File: config.mk
export PLATFORM = sky130hd
export DESIGN_NAME = pqtt_cell
export DESIGN_NICKNAME = d
export VERILOG_FILES = /design/src/rtl/core/pqtt_pkg.sv /design/src/rtl/core/pqtt_cell.sv
export SDC_FILE = /design/constraint.sdc
export NUM_CORES = 1
export LEC_CHECK = 0
export ABC_AREA = 0
export CORE_MARGIN = 2
export CORE_UTILIZATION = 40
export DETAILED_ROUTE_END_ITERATION = 10
export DONT_BUFFER_PORTS = 1
export GPL_ROUTABILITY_DRIVEN = 0
export SYNTH_ARGS = -nofsm -noshare
export SYNTH_HDL_FRONTEND = slang
export SYNTH_SLANG_ARGS = --single-unit
File: constraint.sdc
create_clock -name i_clk -period 5 [get_ports i_clk]
set_clock_uncertainty 0.1 [all_clocks]
set_input_delay 1.25 -clock i_clk [delete_from_list [all_inputs] [get_ports i_clk]]
set_output_delay 1.25 -clock i_clk [all_outputs]
set_load 0.1 [all_outputs]
File: src/rtl/core/pqtt_pkg.sv
// Types and constants shared by the priority queue with time tie-break.
// No dependencies; every other file of the block imports this package.
package pqtt_pkg;

    localparam int TAG_BITS      = 16;
    localparam int PRIORITY_BITS = 8;
    localparam int HOUR_BITS     = 5;
    localparam int MINUTE_BITS   = 6;
    localparam int SECOND_BITS   = 6;
    localparam int TIME_BITS     = HOUR_BITS + MINUTE_BITS + SECOND_BITS;

    localparam logic [0:0] OP_ENQUEUE = 1'b0;
    localparam logic [0:0] OP_DEQUEUE = 1'b1;

    localparam logic [1:0] ST_INSERTED = 2'd0;
    localparam logic [1:0] ST_REMOVED  = 2'd1;
    localparam logic [1:0] ST_EMPTY    = 2'd2;
    localparam logic [1:0] ST_FULL     = 2'd3;

    typedef struct packed {
        logic [0:0]               opcode;
        logic [TAG_BITS-1:0]      process_tag;
        logic [PRIORITY_BITS-1:0] priority_req;
        logic [HOUR_BITS-1:0]     entry_hour;
        logic [MINUTE_BITS-1:0]   entry_minute;
        logic [SECOND_BITS-1:0]   entry_second;
    } t_in_item;

    typedef struct packed {
        logic [1:0]               status;
        logic [TAG_BITS-1:0]      out_tag;
        logic [PRIORITY_BITS-1:0] out_priority;
        logic [HOUR_BITS-1:0]     out_hour;
        logic [MINUTE_BITS-1:0]   out_minute;
        logic [SECOND_BITS-1:0]   out_second;
    } t_out_item;

    typedef struct packed {
        logic [TAG_BITS-1:0]      tag;
        logic [PRIORITY_BITS-1:0] pri;
        logic [TIME_BITS-1:0]     stamp;  // {hour, minute, second}
    } t_entry;

    // Per-cycle command broadcast to every cell of the chain.
    typedef struct packed {
        logic enq;
        logic deq;
    } t_cell_ctl;

endpackage

File: src/rtl/core/pqtt_cell.sv
// One slot of the sorted chain: holds an entry and its valid bit.
// Depends on pqtt_pkg; instantiated in a row by the top level.
module pqtt_cell import pqtt_pkg::*; (
    input  logic      i_clk,
    input  logic      i_rst_n,
    input  t_cell_ctl i_ctl,
    input  t_entry    i_fresh,
    input  logic      i_left_before,
    input  logic      i_left_valid,
    input  t_entry    i_left_entry,
    input  logic      i_right_valid,
    input  t_entry    i_right_entry,
    output logic      o_before,
    output logic      o_valid,
    output t_entry    o_entry
);

    logic   r_valid;
    t_entry r_entry;
    logic   n_valid;
    t_entry n_entry;
    logic   goes;

    // New entry stands in front of this one: lower priority here, or same
    // priority with a time not earlier than the new one.
    assign goes = (r_entry.pri < i_fresh.pri) ||
                  ((r_entry.pri == i_fresh.pri) && (r_entry.stamp >= i_fresh.stamp));
    assign o_before = !r_valid || goes;

    always_comb begin
        n_valid = r_valid;
        n_entry = r_entry;
        if (i_ctl.enq && o_before) begin
            if (!i_left_before) begin
                n_valid = 1'b1;
                n_entry = i_fresh;
            end else begin
                n_valid = i_left_valid;
                n_entry = i_left_entry;
            end
        end else if (i_ctl.deq) begin
            n_valid = i_right_valid;
            n_entry = i_right_entry;
        end
    end

    always_ff @(posedge i_clk) begin
        if (!i_rst_n) begin
            r_valid <= 1'b0;
        end else begin
            r_valid <= n_valid;
        end
        r_entry <= n_entry;
    end

    assign o_valid = r_valid;
    assign o_entry = r_entry;

endmodule

==> impl_results.md <==
- IO Port Bufs: 0
- # Post-CTS Setup Buffers: 0
- Kind of critical path: input pin to output pin
- Critical-path cell with the highest stage delay: a211oi_1
- # rows: 31
- Critical Path RT: 3650 ps
- Synth warn: 0
- Met1 usage: 0.172
- Setup crit end kind: output pin
- Switching power: 695 uW
- Internal: 738 uW
- Layout Nets: 436
- Hold path endpoint: o_valid
- Post-DP HPWL: 4950 um
- # hold bufs at CTS: 0
- Number of global-route vias before repair: 1912
- Reg-to-Reg Start: o_entry[1]
- Clock Tree Root: clkbuf_8
- Initial Utilization: 0.406
- Worst reg-to-reg setup slack: 1520 ps
- Min Tclk post-route: 4290 ps
- First-pass GRT wire length: 8980 um
- Synth unique cells: 28
- Largest net degree at the start of global routing: 66
- Clk pwr share: 0.157
- Worst Hold Class: register to register
- Core ar.: 0.00714 mm2
- Area grow syn2layout: 12.8%
- Period utilization: 0.857
- Syn Nets: 412
- Die X: 89.1 um
- Syn_area_per_cell: 11.3 um2
- Post-synth top area share: 0.425
- Synth area leaders: edfxtp_1 (42%), mux2_2 (22%), ha_1 (11%), o21ai_0 (4.7%), nand2_1 (3.9%)
- CTS tree: yes
- Gr ovfl total: 0
- Drt first pass iters: 4
- Share of cells above drive strength 1: 0.337
- Die area: 0.00794 mm2
- TNS Setup: 0 ps
- Max Cap Viol: 0
- Status: completed
- Synth Register Bits: 42
- CP max FO: 2
- Num Clock Sinks: 42
- CTS clock-pin slew for the worst setup and hold paths: 80 ps
- P_leak: 1.37 nW
- Post-synth EDFFs: 41
- Layout Cells excl Fill: 381
- Max incr delay on CP: 470 ps
- Worst-Skew Late Latency: 290 ps
- Post-route ant nets: 0
- Critical path arrival: 2940 ps
- CP Launch Type: input pin
- Number of DRC markers in iteration 0: 61
- Tightest Pin Transition: 933 ps
- Sequential power share: 0.459
- Main flop type after synthesis: edfxtp_1
- Multi-input logic area: 0.00148 mm2
- N_diodes: 0
- Post-synthesis sequential area ratio: 0.432
- GRT busiest layer: met2
- TritonCTS Buffers: 5
- Slew Limit Fails: 0
- RSZ-0062 raised after global routing: no
- WL per Instance: 16.7 um
- Hold path depth: 2
- Post-CTS Resized: 0
- Net Sw Frac: 0.485
- # placed instances: 373
- Buffers & Inverters on Critical Path: 2
- Crit-path cells: inv_1 -> ha_1 -> a21o_1 -> a21oi_1 -> o22ai_1 -> a211oi_1 -> o21a_1 -> o21ai_2 -> buf_4
- Crit path max-delay family: compound AO/OA/AOI/OAI gates
- Met3 Resource Use GR: 0.0554
- Via/cell ratio: 5.27
- FF-to-FF End: o_entry[12]
- Worst reg2reg path depth: 8
- Met2 GRT Util: 0.261
- Pwr Density: 438 mW/mm2
- Die span in y: 89.1 um
- Final setup viols: 0
- Register area: 0.00125 mm2
- Gate power share: 0.384
- Async set or reset register ratio after synthesis: 0
- Post-Synthesis Cells: 257
- Final Hold Viols: 0
- Worst VDD drop: 0.000246 V
- Post-Route WL: 6370 um
- Drt drc: 0
- Initial antenna violation count: 0
- Cell accounting for the most synthesized area: edfxtp_1
- Mapped Area: 0.00290 mm2
- Cell with the most instances after synthesis: mux2_2
- F_max: 233 MHz
- Filler Cell Count: 707
- Relative slew slack: 0.378
- Number of H-tree levels: 2
- Total track usage: 0.150
- Via Count: 2006
- Clk buf depth: 2
- Worst Min Path Start: o_valid
- Most frequent cells after synthesis: mux2_2 (57), edfxtp_1 (41), nand2_1 (30)
- I/O Pins: 173
## cell usage in the layout, fill, tap and decap left out, types with 3 or more instances in the layout
master    count
buf_4        27
or3_1         3
clkbuf_8      6
inv_1        28
mux2_2       57
a21oi_1       9
nand3_1       3
ha_1         25
edfxtp_1     41
nand2_1      30
o21ai_0      26
## cells by family (layout without fill, tap and decap cells)
kind of cell / count (synthesis) / in the layout / share of synthesized area
AND/OR/NAND/NOR: 43 / 43 / 0.0673
adder cells (fa/ha/maj): 25 / 25 / 0.108
AO/OA/AOI/OAI: 48 / 48 / 0.0997
flip-flops: 42 / 42 / 0.432
buffers and inverters: 39 / 64 / 0.0609
multiplexers: 60 / 60 / 0.233
## worst register-to-register path, delay by kind of cell, from the launching register on
family	cells	cell delay, ps
simple gates	1	40
compound gates	4	830
buf+inv	1	520
mux	1	470
fa+ha+maj	1	470
flops	1	790
## metal layers
metal	share of wire	up-vias
li1	-	980
met1	0.41	898
met2	0.47	120
met3	0.11	8
met4	0.015	0
met5	0	-
## metrics by stage
step / hold WS [ps] / instance area (um2) / power [mW] / setup slack [ps] / util
detailed placement: 464 / 3180 / 1.22 / 686 / 0.445
global route: 538 / 3270 / 1.50 / 576 / 0.458
global placement: 474 / 3180 / 1.21 / 784 / 0.445
floorplan: 953 / 2900 / 1.12 / 472 / -
CTS: 488 / 3270 / 1.45 / 686 / 0.458
finish: 480 / 3270 / 1.43 / 714 / 0.458
## flip-flops by register name (all words and copies together), names as in the netlist
signal / flops
o_valid: 1
o_entry: 41
## worst max-delay path by stage
stage | slack [ps] | depth (start not counted) | from | end
floorplan | 470 | 7 | i_fresh[16] | o_before
detailed placement | 690 | 9 | i_fresh[14] | o_before
CTS | 690 | 9 | i_fresh[14] | o_before
global placement | 780 | 9 | i_fresh[14] | o_before
finish | 710 | 9 | i_fresh[14] | o_before
global route | 580 | 9 | i_fresh[14] | o_before
## power groups by stage
stage	Sequential (mW)	Clock [mW]	Combinational, mW
floorplan	0.910	0	0.212
global placement	0.665	0	0.548
detailed placement	0.666	0	0.555
CTS	0.660	0.238	0.557
global route	0.665	0.250	0.588
finish	0.658	0.225	0.550
## final cells by class
type	count	area share
Multi-Input combinational cell	176	0.451
Sequential cell	42	0.383
Timing Repair Buffer	28	0.0681
Tap cell	99	0.0379
Inverter	28	0.0321
Clock buffer	7	0.0264
Clock inverter	1	0.00153
(Power assumes the default switching activity.)
